--- config.mk ---
export PLATFORM = sky130hd
export DESIGN_NAME = charger_input_restart_guard
export DESIGN_NICKNAME = d
export VERILOG_FILES = /design/src/cirg_pkg.sv /design/src/cirg_cfg_regs.sv /design/src/cirg_guard.sv /design/src/charger_input_restart_guard.sv
export SDC_FILE = /design/constraint.sdc
export NUM_CORES = 1
export LEC_CHECK = 0
export BUFFER_PORTS_ARGS = -buffer_cell sky130_fd_sc_hd__buf_2
export CAP_MARGIN = 20
export CORE_MARGIN = 2
export CORE_UTILIZATION = 60
export DETAILED_ROUTE_END_ITERATION = 8
export PLACE_DENSITY = 0.79
export SLEW_MARGIN = 10
export SYNTH_ARGS = -nofsm -noshare
export SYNTH_HDL_FRONTEND = slang
export SYNTH_SLANG_ARGS = --single-unit
--- constraint.sdc ---
create_clock -name i_clk -period 9.9 [get_ports i_clk]
set_input_delay 1.485 -clock i_clk [delete_from_list [all_inputs] [get_ports i_clk]]
set_output_delay 1.485 -clock i_clk [all_outputs]
set_load 0.03 [all_outputs]
--- src/cirg_pkg.sv ---
// Shared types, codes and reset values for the charger input restart guard.
package cirg_pkg;

    // Configuration port geometry and fixed field widths.
    localparam int CFG_INDEX_W = 3;
    localparam int CFG_DATA_W  = 32;
    localparam int LEVEL_W     = 12;
    localparam int TIME_W      = 32;
    localparam int LIMIT_W     = 16;
    localparam int BUDGET_W    = 8;

    // Item kinds; the fourth code has no meaning and changes nothing.
    typedef enum logic [1:0] {
        KIND_SAMPLE     = 2'd0,
        KIND_POLL       = 2'd1,
        KIND_INVALIDATE = 2'd2
    } t_kind;

    // Poll answers.
    typedef enum logic [1:0] {
        GRANT_DENY     = 2'd0,
        GRANT_CONTINUE = 2'd1,
        GRANT_START    = 2'd2
    } t_grant;

    // Fault codes; the fourth code is treated as no fault.
    typedef enum logic [1:0] {
        FAULT_NONE   = 2'd0,
        FAULT_ADC    = 2'd1,
        FAULT_OUTPUT = 2'd2
    } t_fault;

    // Configuration register indexes.
    typedef enum logic [CFG_INDEX_W-1:0] {
        REG_FRESH_LIMIT   = 3'd0,
        REG_LOSS_LEVEL    = 3'd1,
        REG_RECOVER_LEVEL = 3'd2,
        REG_STABLE_TIME   = 3'd3,
        REG_WINDOW_TIME   = 3'd4,
        REG_RESTART_LIMIT = 3'd5,
        REG_COOLDOWN_TIME = 3'd6,
        REG_PWM_RUNNING   = 3'd7
    } t_cfg_index;

    // Register reset values.
    localparam logic [LIMIT_W-1:0]  RST_FRESH_LIMIT   = 16'd50;
    localparam logic [LEVEL_W-1:0]  RST_LOSS_LEVEL    = 12'd200;
    localparam logic [LEVEL_W-1:0]  RST_RECOVER_LEVEL = 12'd400;
    localparam logic [LIMIT_W-1:0]  RST_STABLE_TIME   = 16'd500;
    localparam logic [TIME_W-1:0]   RST_WINDOW_TIME   = 32'd60000;
    localparam logic [BUDGET_W-1:0] RST_RESTART_LIMIT = 8'd3;
    localparam logic [TIME_W-1:0]   RST_COOLDOWN_TIME = 32'd300000;

    // Configuration register set.
    typedef struct packed {
        logic [LIMIT_W-1:0]  fresh_limit_ms;
        logic [LEVEL_W-1:0]  loss_level;
        logic [LEVEL_W-1:0]  recover_level;
        logic [LIMIT_W-1:0]  stable_time_ms;
        logic [TIME_W-1:0]   window_time_ms;
        logic [BUDGET_W-1:0] restart_limit;
        logic [TIME_W-1:0]   cooldown_time_ms;
        logic                pwm_running;
    } t_cfg;

    // Per-item answer and status flags after the item.
    typedef struct packed {
        logic [1:0] grant;
        logic       force_zero;
        logic       inhibited;
        logic       qualified;
        logic       cooling;
        logic [1:0] fault;
    } t_status;

endpackage

--- src/cirg_cfg_regs.sv ---
// Configuration register file of the charger input restart guard.
module cirg_cfg_regs (
    input  logic                              i_clk,
    input  logic                              i_rst_n,
    input  logic                              i_cfg_wr_en,
    input  logic [cirg_pkg::CFG_INDEX_W-1:0]  i_cfg_index,
    input  logic [cirg_pkg::CFG_DATA_W-1:0]   i_cfg_data,
    output cirg_pkg::t_cfg                    o_cfg
);

    cirg_pkg::t_cfg r_cfg;

    // Registers load on a write strobe and return to their defaults on reset.
    always_ff @(posedge i_clk) begin
        if (!i_rst_n) begin
            r_cfg.fresh_limit_ms   <= cirg_pkg::RST_FRESH_LIMIT;
            r_cfg.loss_level       <= cirg_pkg::RST_LOSS_LEVEL;
            r_cfg.recover_level    <= cirg_pkg::RST_RECOVER_LEVEL;
            r_cfg.stable_time_ms   <= cirg_pkg::RST_STABLE_TIME;
            r_cfg.window_time_ms   <= cirg_pkg::RST_WINDOW_TIME;
            r_cfg.restart_limit    <= cirg_pkg::RST_RESTART_LIMIT;
            r_cfg.cooldown_time_ms <= cirg_pkg::RST_COOLDOWN_TIME;
            r_cfg.pwm_running      <= 1'b0;
        end else if (i_cfg_wr_en) begin
            unique case (i_cfg_index)
                cirg_pkg::REG_FRESH_LIMIT: begin
                    r_cfg.fresh_limit_ms <= i_cfg_data[cirg_pkg::LIMIT_W-1:0];
                end
                cirg_pkg::REG_LOSS_LEVEL: begin
                    r_cfg.loss_level <= i_cfg_data[cirg_pkg::LEVEL_W-1:0];
                end
                cirg_pkg::REG_RECOVER_LEVEL: begin
                    r_cfg.recover_level <= i_cfg_data[cirg_pkg::LEVEL_W-1:0];
                end
                cirg_pkg::REG_STABLE_TIME: begin
                    r_cfg.stable_time_ms <= i_cfg_data[cirg_pkg::LIMIT_W-1:0];
                end
                cirg_pkg::REG_WINDOW_TIME: begin
                    r_cfg.window_time_ms <= i_cfg_data[cirg_pkg::TIME_W-1:0];
                end
                cirg_pkg::REG_RESTART_LIMIT: begin
                    r_cfg.restart_limit <= i_cfg_data[cirg_pkg::BUDGET_W-1:0];
                end
                cirg_pkg::REG_COOLDOWN_TIME: begin
                    r_cfg.cooldown_time_ms <= i_cfg_data[cirg_pkg::TIME_W-1:0];
                end
                cirg_pkg::REG_PWM_RUNNING: begin
                    r_cfg.pwm_running <= i_cfg_data[0];
                end
            endcase
        end
    end

    assign o_cfg = r_cfg;

endmodule

--- src/cirg_guard.sv ---
// Guard state registers and the single-pass event update logic.
module cirg_guard #(
    parameter int SAMPLE_WIDTH = 12,
    parameter int TALLY_WIDTH  = 16
) (
    input  logic                           i_clk,
    input  logic                           i_rst_n,
    input  logic                           i_fire,
    input  logic [1:0]                     i_kind,
    input  logic [SAMPLE_WIDTH-1:0]        i_raw_sample,
    input  logic [cirg_pkg::TIME_W-1:0]    i_time_ms,
    input  logic [1:0]                     i_fault_code,
    input  cirg_pkg::t_cfg                 i_cfg,
    output cirg_pkg::t_status              o_status,
    output logic [TALLY_WIDTH-1:0]         o_loss_count,
    output logic [TALLY_WIDTH-1:0]         o_start_count,
    output logic [TALLY_WIDTH-1:0]         o_cooldown_count
);

    localparam int CmpW = (SAMPLE_WIDTH > cirg_pkg::LEVEL_W) ? SAMPLE_WIDTH
                                                              : cirg_pkg::LEVEL_W;
    localparam int TW = cirg_pkg::TIME_W;

    // Control state.
    logic                          r_seen;
    logic                          r_inhibit;
    logic                          r_qualify;
    logic                          r_pending;
    logic                          r_win_open;
    logic                          r_cooling;
    logic [cirg_pkg::BUDGET_W-1:0] r_restarts;
    logic [1:0]                    r_fault;
    logic [TALLY_WIDTH-1:0]        r_losses;
    logic [TALLY_WIDTH-1:0]        r_starts;
    logic [TALLY_WIDTH-1:0]        r_cooldowns;

    // Time stamps, only read once their flag says they were written.
    logic [TW-1:0] r_last_sample;
    logic [TW-1:0] r_stable_start;
    logic [TW-1:0] r_win_start;
    logic [TW-1:0] r_cool_start;

    logic                          n_seen;
    logic                          n_inhibit;
    logic                          n_qualify;
    logic                          n_pending;
    logic                          n_win_open;
    logic                          n_cooling;
    logic [cirg_pkg::BUDGET_W-1:0] n_restarts;
    logic [1:0]                    n_fault;
    logic [TALLY_WIDTH-1:0]        n_losses;
    logic [TALLY_WIDTH-1:0]        n_starts;
    logic [TALLY_WIDTH-1:0]        n_cooldowns;
    logic [TW-1:0]                 n_last_sample;
    logic [TW-1:0]                 n_stable_start;
    logic [TW-1:0]                 n_win_start;
    logic [TW-1:0]                 n_cool_start;
    logic [1:0]                    n_grant;
    logic                          n_forced;

    // Wrapped time differences against each stored stamp.
    logic [TW-1:0]   gap_sample;
    logic [TW-1:0]   gap_stable;
    logic [TW-1:0]   gap_window;
    logic [TW-1:0]   gap_cool;
    logic            stale;
    logic            stable_short;
    logic            window_over;
    logic            cool_running;
    logic [CmpW-1:0] raw_ext;
    logic [CmpW-1:0] loss_ext;
    logic [CmpW-1:0] recover_ext;
    logic            raw_lost;
    logic            raw_recovered;

    assign gap_sample   = i_time_ms - r_last_sample;
    assign gap_stable   = i_time_ms - r_stable_start;
    assign gap_window   = i_time_ms - r_win_start;
    assign gap_cool     = i_time_ms - r_cool_start;
    assign stale        = gap_sample > TW'(i_cfg.fresh_limit_ms);
    assign stable_short = gap_stable < TW'(i_cfg.stable_time_ms);
    assign window_over  = gap_window >= i_cfg.window_time_ms;
    assign cool_running = gap_cool < i_cfg.cooldown_time_ms;

    assign raw_ext       = CmpW'(i_raw_sample);
    assign loss_ext      = CmpW'(i_cfg.loss_level);
    assign recover_ext   = CmpW'(i_cfg.recover_level);
    assign raw_lost      = raw_ext <= loss_ext;
    assign raw_recovered = raw_ext >= recover_ext;

    // Next state for one event. An input drop counts a loss only when power
    // was on after at least one start; stale and lost conditions in the same
    // event merge into a single drop and count at most one loss.
    always_comb begin
        logic drop;
        logic proceed;

        drop           = 1'b0;
        proceed        = 1'b0;
        n_seen         = r_seen;
        n_inhibit      = r_inhibit;
        n_qualify      = r_qualify;
        n_pending      = r_pending;
        n_win_open     = r_win_open;
        n_cooling      = r_cooling;
        n_restarts     = r_restarts;
        n_fault        = r_fault;
        n_losses       = r_losses;
        n_starts       = r_starts;
        n_cooldowns    = r_cooldowns;
        n_last_sample  = r_last_sample;
        n_stable_start = r_stable_start;
        n_win_start    = r_win_start;
        n_cool_start   = r_cool_start;
        n_grant        = cirg_pkg::GRANT_DENY;
        n_forced       = 1'b0;

        priority if (i_kind == cirg_pkg::KIND_SAMPLE) begin
            drop = r_seen && (stale || raw_lost);
            if (!r_seen && raw_lost) begin
                drop = 1'b1;
            end
        end else if (i_kind == cirg_pkg::KIND_POLL) begin
            drop = !r_seen || stale;
        end else if (i_kind == cirg_pkg::KIND_INVALIDATE) begin
            drop = 1'b1;
        end else begin
            drop = 1'b0;
        end

        // Shared input drop.
        if (drop) begin
            if (!r_inhibit && (r_starts != '0)) begin
                n_losses  = r_losses + TALLY_WIDTH'(1);
                n_pending = 1'b1;
            end
            n_inhibit = 1'b1;
            n_qualify = 1'b0;
            n_forced  = i_cfg.pwm_running;
        end

        priority if (i_kind == cirg_pkg::KIND_SAMPLE) begin
            n_seen        = 1'b1;
            n_last_sample = i_time_ms;
            if (!raw_lost && n_inhibit) begin
                if (!raw_recovered) begin
                    n_qualify = 1'b0;
                end else if (!n_qualify) begin
                    n_stable_start = i_time_ms;
                    n_qualify      = 1'b1;
                end
            end
        end else if (i_kind == cirg_pkg::KIND_POLL) begin
            if (r_fault == cirg_pkg::FAULT_NONE) begin
                // Cooldown either still holds power off or ends here.
                proceed = 1'b1;
                if (r_cooling) begin
                    if (cool_running) begin
                        proceed = 1'b0;
                    end else begin
                        n_cooling  = 1'b0;
                        n_win_open = 1'b0;
                        n_restarts = '0;
                    end
                end
                if (proceed) begin
                    if (!n_inhibit) begin
                        n_grant = cirg_pkg::GRANT_CONTINUE;
                    end else if (n_qualify && !stable_short) begin
                        // Restart budget, counted per window.
                        if (n_pending) begin
                            if (!n_win_open || window_over) begin
                                n_win_start = i_time_ms;
                                n_restarts  = '0;
                                n_win_open  = 1'b1;
                            end
                            if (n_restarts >= i_cfg.restart_limit) begin
                                n_cooling    = 1'b1;
                                n_cool_start = i_time_ms;
                                n_cooldowns  = r_cooldowns + TALLY_WIDTH'(1);
                                proceed      = 1'b0;
                            end else begin
                                n_restarts = n_restarts + cirg_pkg::BUDGET_W'(1);
                            end
                        end
                        if (proceed) begin
                            n_pending = 1'b0;
                            n_inhibit = 1'b0;
                            n_starts  = r_starts + TALLY_WIDTH'(1);
                            n_grant   = cirg_pkg::GRANT_START;
                        end
                    end
                end
            end
        end else if (i_kind == cirg_pkg::KIND_INVALIDATE) begin
            if (i_fault_code == cirg_pkg::FAULT_ADC ||
                i_fault_code == cirg_pkg::FAULT_OUTPUT) begin
                n_fault = i_fault_code;
            end
        end else begin
            n_seen = r_seen;
        end
    end

    // Control state update.
    always_ff @(posedge i_clk) begin
        if (!i_rst_n) begin
            r_seen      <= 1'b0;
            r_inhibit   <= 1'b1;
            r_qualify   <= 1'b0;
            r_pending   <= 1'b0;
            r_win_open  <= 1'b0;
            r_cooling   <= 1'b0;
            r_restarts  <= '0;
            r_fault     <= cirg_pkg::FAULT_NONE;
            r_losses    <= '0;
            r_starts    <= '0;
            r_cooldowns <= '0;
        end else if (i_fire) begin
            r_seen      <= n_seen;
            r_inhibit   <= n_inhibit;
            r_qualify   <= n_qualify;
            r_pending   <= n_pending;
            r_win_open  <= n_win_open;
            r_cooling   <= n_cooling;
            r_restarts  <= n_restarts;
            r_fault     <= n_fault;
            r_losses    <= n_losses;
            r_starts    <= n_starts;
            r_cooldowns <= n_cooldowns;
        end
    end

    // Time stamp update.
    always_ff @(posedge i_clk) begin
        if (i_fire) begin
            r_last_sample  <= n_last_sample;
            r_stable_start <= n_stable_start;
            r_win_start    <= n_win_start;
            r_cool_start   <= n_cool_start;
        end
    end

    assign o_status.grant      = n_grant;
    assign o_status.force_zero = n_forced;
    assign o_status.inhibited  = n_inhibit;
    assign o_status.qualified  = n_qualify;
    assign o_status.cooling    = n_cooling;
    assign o_status.fault      = n_fault;
    assign o_loss_count        = n_losses;
    assign o_start_count       = n_starts;
    assign o_cooldown_count    = n_cooldowns;

endmodule

--- src/charger_input_restart_guard.sv ---
// Top level of the charger input restart guard: staging registers and handshakes.
// The guard takes one timestamped event per clock cycle while the output side is not
// stalled and returns exactly one result per event, offered from the result register:
// the event waits in the input register, is evaluated in a single combinational pass
// against the guard state once the result register is free or draining and lands
// in the result register at the next edge. The input register frees itself
// whenever the result register can take a new result, so transfers continue back
// to back while the output is accepted each cycle. Configuration writes take
// effect on the next cycle and are meant to be made while no event is in flight.
module charger_input_restart_guard #(
    parameter int SAMPLE_WIDTH = 12,
    parameter int TALLY_WIDTH  = 16
) (
    input  logic                              i_clk,
    input  logic                              i_rst_n,
    input  logic                              i_cfg_wr_en,
    input  logic [cirg_pkg::CFG_INDEX_W-1:0]  i_cfg_index,
    input  logic [cirg_pkg::CFG_DATA_W-1:0]   i_cfg_data,
    input  logic                              i_in_valid,
    output logic                              o_in_ready,
    input  logic [1:0]                        i_kind,
    input  logic [SAMPLE_WIDTH-1:0]           i_raw_sample,
    input  logic [cirg_pkg::TIME_W-1:0]       i_time_ms,
    input  logic [1:0]                        i_fault_code,
    output logic                              o_out_valid,
    input  logic                              i_out_ready,
    output logic [1:0]                        o_grant,
    output logic                              o_force_zero,
    output logic                              o_inhibited_now,
    output logic                              o_qualified_now,
    output logic                              o_cooling_down,
    output logic [1:0]                        o_latched_fault,
    output logic [TALLY_WIDTH-1:0]            o_loss_count,
    output logic [TALLY_WIDTH-1:0]            o_start_count,
    output logic [TALLY_WIDTH-1:0]            o_cooldown_count
);

    cirg_pkg::t_cfg    cfg;
    cirg_pkg::t_status status;
    logic [TALLY_WIDTH-1:0] loss_count;
    logic [TALLY_WIDTH-1:0] start_count;
    logic [TALLY_WIDTH-1:0] cooldown_count;

    logic                        r_in_valid;
    logic [1:0]                  r_kind;
    logic [SAMPLE_WIDTH-1:0]     r_raw_sample;
    logic [cirg_pkg::TIME_W-1:0] r_time_ms;
    logic [1:0]                  r_fault_code;

    logic                   r_out_valid;
    cirg_pkg::t_status      r_status;
    logic [TALLY_WIDTH-1:0] r_loss_count;
    logic [TALLY_WIDTH-1:0] r_start_count;
    logic [TALLY_WIDTH-1:0] r_cooldown_count;

    logic fire;
    logic in_xfer;

    // The held event is evaluated when the result register is free or draining.
    assign fire       = r_in_valid && (!r_out_valid || i_out_ready);
    assign o_in_ready = !r_in_valid || fire;
    assign in_xfer    = i_in_valid && o_in_ready;

    cirg_cfg_regs u_cfg_regs (
        .i_clk       (i_clk),
        .i_rst_n     (i_rst_n),
        .i_cfg_wr_en (i_cfg_wr_en),
        .i_cfg_index (i_cfg_index),
        .i_cfg_data  (i_cfg_data),
        .o_cfg       (cfg)
    );

    cirg_guard #(
        .SAMPLE_WIDTH (SAMPLE_WIDTH),
        .TALLY_WIDTH  (TALLY_WIDTH)
    ) u_guard (
        .i_clk            (i_clk),
        .i_rst_n          (i_rst_n),
        .i_fire           (fire),
        .i_kind           (r_kind),
        .i_raw_sample     (r_raw_sample),
        .i_time_ms        (r_time_ms),
        .i_fault_code     (r_fault_code),
        .i_cfg            (cfg),
        .o_status         (status),
        .o_loss_count     (loss_count),
        .o_start_count    (start_count),
        .o_cooldown_count (cooldown_count)
    );

    // Input register valid flag.
    always_ff @(posedge i_clk) begin
        if (!i_rst_n) begin
            r_in_valid <= 1'b0;
        end else if (in_xfer) begin
            r_in_valid <= 1'b1;
        end else if (fire) begin
            r_in_valid <= 1'b0;
        end
    end

    // Input register payload.
    always_ff @(posedge i_clk) begin
        if (in_xfer) begin
            r_kind       <= i_kind;
            r_raw_sample <= i_raw_sample;
            r_time_ms    <= i_time_ms;
            r_fault_code <= i_fault_code;
        end
    end

    // Result register valid flag.
    always_ff @(posedge i_clk) begin
        if (!i_rst_n) begin
            r_out_valid <= 1'b0;
        end else if (fire) begin
            r_out_valid <= 1'b1;
        end else if (i_out_ready) begin
            r_out_valid <= 1'b0;
        end
    end

    // Result register payload.
    always_ff @(posedge i_clk) begin
        if (fire) begin
            r_status         <= status;
            r_loss_count     <= loss_count;
            r_start_count    <= start_count;
            r_cooldown_count <= cooldown_count;
        end
    end

    assign o_out_valid      = r_out_valid;
    assign o_grant          = r_status.grant;
    assign o_force_zero     = r_status.force_zero;
    assign o_inhibited_now  = r_status.inhibited;
    assign o_qualified_now  = r_status.qualified;
    assign o_cooling_down   = r_status.cooling;
    assign o_latched_fault  = r_status.fault;
    assign o_loss_count     = r_loss_count;
    assign o_start_count    = r_start_count;
    assign o_cooldown_count = r_cooldown_count;

endmodule

==> results of run 1 <==
stage by stage:
| step | total power (uW) | setup WS (ps) |
|---|---|---|
| after global placement | 2530 | 863 |
| final | 4290 | 871 |
| after detailed placement | 2550 | 535 |
| after global routing | 4460 | 136 |
| after CTS | 4320 | 451 |
| after floorplan | 2370 | 1680 |
path summary, 6_finish.rpt:
check / to / slack, ps / start
hold reg to reg: u_cfg_regs.o_cfg[127]$_SDFFE_PN0P_ / 450 / u_cfg_regs.o_cfg[127]$_SDFFE_PN0P_
hold / removal: u_cfg_regs.o_cfg[127]$_SDFFE_PN0P_ / 450 / u_cfg_regs.o_cfg[127]$_SDFFE_PN0P_
setup / recovery: u_guard.r_starts[14]$_SDFFE_PN0P_ / 870 / r_time_ms[1]$_DFFE_PP_
setup reg to reg: u_guard.r_starts[14]$_SDFFE_PN0P_ / 870 / r_time_ms[1]$_DFFE_PP_
worst max-delay path, delay by kind of cell (launching register included):
| family | cells | cell delay (ps) |
|---|---|---|
| XOR/XNOR | 1 | 90 |
| flip-flops | 1 | 720 |
| adder cells (fa/ha/maj) | 3 | 860 |
| AND/OR/NAND/NOR | 12 | 3030 |
| AO/OA/AOI/OAI | 18 | 4200 |
cell families after synthesis:
family | count (synthesis) | share of synthesized area, %
mux | 26 | 1.03
buf+inv | 384 | 5.63
fa+ha+maj | 259 | 12.6
simple gates | 902 | 16.7
flops | 427 | 42.0
xor+xnor | 142 | 4.81
compound gates | 695 | 17.2
repair_timing:
| action | in CTS | in global routing |
|---|---|---|
| endpoints found under the setup margin | 0 | 10 |
| resized for setup | 0 | 1 |
| hold endpoints to repair | 0 | 0 |
state kept, by name (all words and copies together) (netlist names), 32 cells and up:
register,cells
u_cfg_regs.o_cfg,129
u_guard.r_stable_start,32
r_time_ms,32
u_guard.r_cool_start,32
u_guard.r_last_sample,32
u_guard.r_win_start,32
cell type report:
| class | instances | area, sq um | share of cell area (%) |
|---|---|---|---|
| Multi-Input combinational cell | 2025 | 13600 | 47.4 |
| Sequential cell | 427 | 10900 | 37.9 |
| Clock buffer | 58 | 1270 | 4.42 |
| Inverter | 296 | 1110 | 3.88 |
| Timing Repair Buffer | 162 | 861 | 3.00 |
| Tap cell | 546 | 683 | 2.38 |
| Clock inverter | 30 | 298 | 1.04 |
routing by layer:
metal	part of all wire [%]	up-vias	global-route usage, %
li1	-	10400	-
met1	42	10200	38.1
met2	47	797	49.9
met3	6.9	167	5.07
met4	3.6	4	11.3
met5	0.036	-	0
cells in the final DEF, fill, tap and decap left out, types with 7 or more instances in the layout:
cell type                   count
sky130_fd_sc_hd__a211o_1        7
sky130_fd_sc_hd__a211oi_1      28
sky130_fd_sc_hd__a21boi_0       8
sky130_fd_sc_hd__a21o_1        84
sky130_fd_sc_hd__a21oi_1      269
sky130_fd_sc_hd__a31oi_1       15
sky130_fd_sc_hd__and2_1        11
sky130_fd_sc_hd__and3_1        40
sky130_fd_sc_hd__buf_2        145
sky130_fd_sc_hd__buf_4         16
sky130_fd_sc_hd__clkbuf_16     47
sky130_fd_sc_hd__clkinv_2      14
sky130_fd_sc_hd__dfxtp_1      195
sky130_fd_sc_hd__edfxtp_1     232
sky130_fd_sc_hd__ha_1         255
sky130_fd_sc_hd__inv_1        294
sky130_fd_sc_hd__mux2i_1       21
sky130_fd_sc_hd__nand2_1      364
sky130_fd_sc_hd__nand2b_1      39
sky130_fd_sc_hd__nand3_1       68
sky130_fd_sc_hd__nand4_1       55
sky130_fd_sc_hd__nor2_1       149
sky130_fd_sc_hd__nor2b_1       30
sky130_fd_sc_hd__nor3_1        43
sky130_fd_sc_hd__nor4_1        21
sky130_fd_sc_hd__o211ai_1      50
sky130_fd_sc_hd__o21a_1        29
sky130_fd_sc_hd__o21ai_0       84
sky130_fd_sc_hd__o21bai_1      13
sky130_fd_sc_hd__o22ai_1        8
sky130_fd_sc_hd__o31ai_1       30
sky130_fd_sc_hd__or2_2         15
sky130_fd_sc_hd__or3_1         13
sky130_fd_sc_hd__or4_1         19
sky130_fd_sc_hd__xnor2_1       81
sky130_fd_sc_hd__xor2_1        61
where the power goes:
group,internal [uW],switching (uW),leakage (uW)
clock network,1020,744,0.000772
logic,220,359,0.00739
registers,1910,37.9,0.00370
total,3150,1140,0.0119
==> flow_metrics.py, run 1 <==
metrics = {
    "run_status": {
        "outcome": "completed",
    },
    "placement": {
        "area_of_placed_instances_sq_um": 27100,
        "place_hpwl_um": 48500,
        "globalplace.congestion": 0.918,
        "portBuffers": 145,
        "instance_count_after_placement_with_tap_cells_included": 3454,
    },
    "final_layout": {
        "fillers": 3413,
        "final_nets": 3306,
        "synthToLayoutAreaGrowth_pct": 10.9,
        "layout.cells.non_filler": 3544,
        "final_layout_size_suffix_gt1_share_pct": 9.64,
        "post_route_design_area_sq_um": 28700,
        "finish.utilization_pct": 67.0,
        "antennaDiodeCount": 0,
    },
    "drt": {
        "vias": 21500,
        "vias_per_cell": 6.07,
        "drtPass1Iterations": 7,
        "number_of_violations_reported_at_the_end_of_detailed_routing_iteration_0": 1621,
        "avg_wl_per_cell_um": 18.7,
        "drc": 0,
        "postRouteWirelength_um": 66400,
        "detail-route-antenna-nets": 0,
    },
    "floorplan": {
        "die-area_sq_um": 44800,
        "num_rows": 76,
        "dieWidth_um": 212,
        "io_pins": 146,
        "die_h_um": 212,
        "floorplan.initialDensity_pct": 60.5,
        "core_sq_um": 42800,
    },
    "logic_synthesis": {
        "synth-async-reset-ratio_pct": 0,
        "yosys.area.top_type": "sky130_fd_sc_hd__edfxtp_1",
        "number_of_distinct_library_cell_variants_in_the_gate_level_netlist_after_synthesis": 78,
        "synth.top_cells.by_count": "sky130_fd_sc_hd__nand2_1, sky130_fd_sc_hd__inv_1, sky130_fd_sc_hd__a21oi_1, sky130_fd_sc_hd__ha_1, sky130_fd_sc_hd__edfxtp_1",
        "postSynthNetCount": 3182,
        "ys_warn_count": 0,
        "number_of_flops_mapped_to_enable_cells_by_yosys": 232,
        "syn-mean-instance-area_sq_um": 9.12,
        "ys.flop_type": "sky130_fd_sc_hd__edfxtp_1",
        "syn-instance-count": 2835,
        "yosys-top-cells-area": "sky130_fd_sc_hd__edfxtp_1, sky130_fd_sc_hd__dfxtp_1, sky130_fd_sc_hd__ha_1",
        "netlist.area_leader.share_pct": 26.9,
        "ys_seq_elements": 427,
        "synth_seq_area_share_pct": 42.0,
        "synthMostInstantiatedCell": "sky130_fd_sc_hd__nand2_1",
        "synthesized_area_sq_um": 25900,
    },
    "clocking": {
        "cts-hold-fix-buffers": 0,
        "cts.sink_count": 427,
        "post_cts_setup_buffer_count": 0,
        "clock_latency_ps": 610,
        "max-clock-path-buffers": 3,
        "clock-root-buffer": "sky130_fd_sc_hd__clkbuf_16",
        "cts_tree": "done",
        "htree_num_levels": 2,
        "clk_transition_reported_paths_ps": 60,
        "numCtsBuffers": 47,
    },
    "global_route": {
        "grt.overflow.total": 0,
        "grt_first_pass_wirelength_um": 105000,
        "antenna_found_initial": 2,
        "track_usage_pct": 29.6,
        "first_global_vias": 20900,
        "maximum_number_of_pins_on_one_net_before_global_route_repair": 72,
    },
    "power": {
        "power.density_nw_per_um2": 150,
        "total_leakage_power_uw": 0.0119,
        "vdd_ir_drop_max_mv": 0.134,
    },
    "timing": {
        "slew_at_the_pin_closest_to_its_max_slew_limit_ps": 1110,
        "timing.final.crit_share_pct": 91.2,
        "finalMaxSlewViolations": 0,
        "finalHoldViolCount": 0,
        "headroom_to_the_max_slew_limit_pct": 25.8,
        "fmax_mhz": 111,
        "rsz0062_at_grt": "false",
        "whs_ps": 453,
        "setup_violations": 0,
        "clock-skew-final_ps": 25.7,
        "tns_ps": 0,
        "post-route-min-period_ps": 9030,
    },
    "worst_setup_path": {
        "worstRegToRegCells": 34,
        "cp-start-kind": "register",
        "critical_path_class": "reg2reg",
        "crit_fanout": 12,
        "critical_path.slowest_cell": "sky130_fd_sc_hd__edfxtp_1",
        "cp_slowest_stage_delay_ps": 720,
        "critPathRequiredTime_ps": 10420,
        "crit_path_frequent_cell": "sky130_fd_sc_hd__a21o_1",
        "setup.worst_path.end_class": "register",
        "crit_arrival_ps": 9550,
    },
    "min_path": {
        "whs_path_depth": 2,
        "min-delay-path-class": "reg2reg",
    },
    "run": {
        "maxcap_violations": 0,
    },
}
Power figures use the tool's default switching activity.
==> run 2, diff against run 1 <==
Settings changed: CORE_UTILIZATION 60 to 25, PLACE_DENSITY 0.79 to not set.
==> run 2 against run 1 <==
  * Critical endpoint unchanged
  * Cell count rose by 24%
  * Highest routed layer unchanged
  * Power rose by 7.7%
  * Combinational power rose by 2%
  * Critical path type unchanged
  * Routed wire length rose by 11%
  * Hold slack barely moved
  * Setup slack got worse by 2.4 ps
  * Clock power rose by 18%
==> flow_metrics.py, run 2 (synthesis results as in run 1) <==
metrics = {
    "run_status": {
        "outcome": "completed",
    },
    "global_route": {
        "grt.overflow.total": 0,
        "antenna_found_initial": 20,
        "first_global_vias": 19600,
        "maximum_number_of_pins_on_one_net_before_global_route_repair": 73,
        "track_usage_pct": 13.4,
        "grt_first_pass_wirelength_um": 113000,
    },
    "final_layout": {
        "synthToLayoutAreaGrowth_pct": 16.5,
        "final_nets": 3327,
        "largest_register_ffs": 129,
        "final_layout_size_suffix_gt1_share_pct": 10.5,
        "mostFrequentLayoutCells": "sky130_fd_sc_hd__nand2_1, sky130_fd_sc_hd__inv_1, sky130_fd_sc_hd__a21oi_1",
        "mostFrequentLayoutCell": "sky130_fd_sc_hd__nand2_1",
        "finish.utilization_pct": 29.5,
    },
    "floorplan": {
        "num_rows": 117,
        "dieWidth_um": 326,
        "floorplan.initialDensity_pct": 25.3,
        "core_sq_um": 102000,
        "die_h_um": 326,
        "die-area_sq_um": 106000,
        "io_pins": 146,
    },
    "timing": {
        "tns_ps": 0,
        "rsz0062_at_grt": "false",
        "setup_violations": 0,
        "clock-skew-final_ps": 24.6,
        "finalMaxSlewViolations": 0,
        "post-route-min-period_ps": 9030,
        "headroom_to_the_max_slew_limit_pct": 35.5,
        "fmax_mhz": 111,
        "slew_at_the_pin_closest_to_its_max_slew_limit_ps": 959,
        "timing.final.crit_share_pct": 91.2,
        "finalHoldViolCount": 0,
        "whs_ps": 453,
    },
    "drt": {
        "vias": 20900,
        "drc": 0,
        "number_of_violations_reported_at_the_end_of_detailed_routing_iteration_0": 1394,
        "postRouteWirelength_um": 73600,
        "vias_per_cell": 4.76,
        "detail-route-antenna-nets": 0,
        "drtPass1Iterations": 5,
        "avg_wl_per_cell_um": 16.7,
    },
    "worst_setup_path": {
        "cp-start-kind": "register",
        "critical_path.slowest_cell": "sky130_fd_sc_hd__a2111oi_0",
        "crit-reg2reg-launch": "r_time_ms[2]$_DFFE_PP_",
        "timing.reg2reg.setup_slack_ps": 870,
        "crit_fanout": 11,
        "endpoint": "u_guard.r_starts[14]$_SDFFE_PN0P_",
        "worstRegToRegCells": 34,
        "cp_slowest_stage_delay_ps": 660,
        "crit_arrival_ps": 9550,
        "critPathRequiredTime_ps": 10420,
        "crit_path_frequent_cell": "sky130_fd_sc_hd__a21o_1",
        "critical_path_class": "reg2reg",
        "setup.worst_path.end_class": "register",
        "crit-reg2reg-capture": "u_guard.r_starts[14]$_SDFFE_PN0P_",
        "setup.worst_path.start": "r_time_ms[2]$_DFFE_PP_",
    },
    "power": {
        "power.density_nw_per_um2": 153,
        "power.total_uw": 4620,
        "total_leakage_power_uw": 0.0121,
        "vdd_ir_drop_max_mv": 0.120,
    },
    "min_path": {
        "min-delay-path-class": "reg2reg",
    },
    "clocking": {
        "post_cts_setup_buffer_count": 0,
        "htree_num_levels": 2,
        "clock_latency_ps": 610,
        "max-clock-path-buffers": 3,
        "cts-hold-fix-buffers": 0,
        "numCtsBuffers": 52,
        "cts_tree": "done",
        "clk_transition_reported_paths_ps": 60,
        "cts.sink_count": 427,
        "clock-root-buffer": "sky130_fd_sc_hd__clkbuf_16",
        "cts-resized-gates": 0,
    },
    "placement": {
        "portBuffers": 145,
        "globalplace.congestion": 0.874,
        "place_hpwl_um": 53500,
    },
    "run": {
        "maxcap_violations": 0,
    },
}
## run 2: changes by cell type in the layout (fill, tap and decap cells not counted), sizes merged
| cell | before | now |
|---|---|---|
| inv | 297 | 303 |
| clkinv | 22 | 12 |
| buf | 162 | 178 |
| bufinv | 4 | 10 |
| clkbuf | 58 | 60 |
| diode | 0 | 4 |
| clkinvlp | 3 | 8 |
## run 2: report_power, final
part | switching [uW] | internal (uW)
Combinational | 369 | 223
Clock | 821 | 1270
Sequential | 29.2 | 1910
Total | 1220 | 3400
## run 2: final cells by class
class / instances / area [sq um]
antenna: 4 / 10.0
clock buffer: 60 / 1380
clock inverter: 37 / 492
fill: 10800 / 72000
inverter: 296 / 1110
multi-input combinational: 2025 / 13600
sequential: 427 / 10900
tap: 1368 / 1710
timing repair buffer: 178 / 977
## run 2: stage by stage
step	setup slack, ps	area, sq um	instances
after floorplan	1680	25900	2835
after global placement	867	28200	4291
after detailed placement	697	28200	4292
after CTS	640	30100	4389
after global routing	261	30100	4392
final	868	30100	4395
## run 2: metal layers
metal / vias up / part of all wire, % / routed length [um] / track usage (%)
li1: 10400 / - / - / -
met1: 9818 / 47 / 34300 / 18.3
met2: 514 / 44 / 32500 / 21.4
met3: 134 / 6.3 / 4620 / 2.89
met4: 30 / 2.7 / 1970 / 3.76
met5: - / 0.27 / 202 / 0
## run 2: worst min-delay path by stage
stage / startpoint / end / slack, ps / cells past startpoint
2_1_floorplan: u_guard.r_win_open$_SDFFE_PN0P_ / u_guard.r_win_open$_SDFFE_PN0P_ / 430 / 2
3_3_place_gp: u_cfg_regs.o_cfg[128]$_SDFFE_PN0P_ / u_cfg_regs.o_cfg[128]$_SDFFE_PN0P_ / 440 / 2
3_5_place_dp: u_cfg_regs.o_cfg[12]$_SDFFE_PN0P_ / u_cfg_regs.o_cfg[12]$_SDFFE_PN0P_ / 450 / 2
4_1_cts: u_cfg_regs.o_cfg[12]$_SDFFE_PN0P_ / u_cfg_regs.o_cfg[12]$_SDFFE_PN0P_ / 450 / 2
5_1_grt: u_cfg_regs.o_cfg[112]$_SDFFE_PN0P_ / u_cfg_regs.o_cfg[112]$_SDFFE_PN0P_ / 470 / 2
6_report: u_cfg_regs.o_cfg[12]$_SDFFE_PN0P_ / u_cfg_regs.o_cfg[12]$_SDFFE_PN0P_ / 450 / 2
## run 2: worst max-delay path, delay by kind of cell (launching register included)
| family | cells | cell delay [ps] |
|---|---|---|
| AOI/OAI and AO/OA | 19 | 4420 |
| and+or+nand+nor | 11 | 2920 |
| adders and majority gates | 3 | 950 |
| DFF | 1 | 560 |
| xor gates and xnor gates | 1 | 90 |
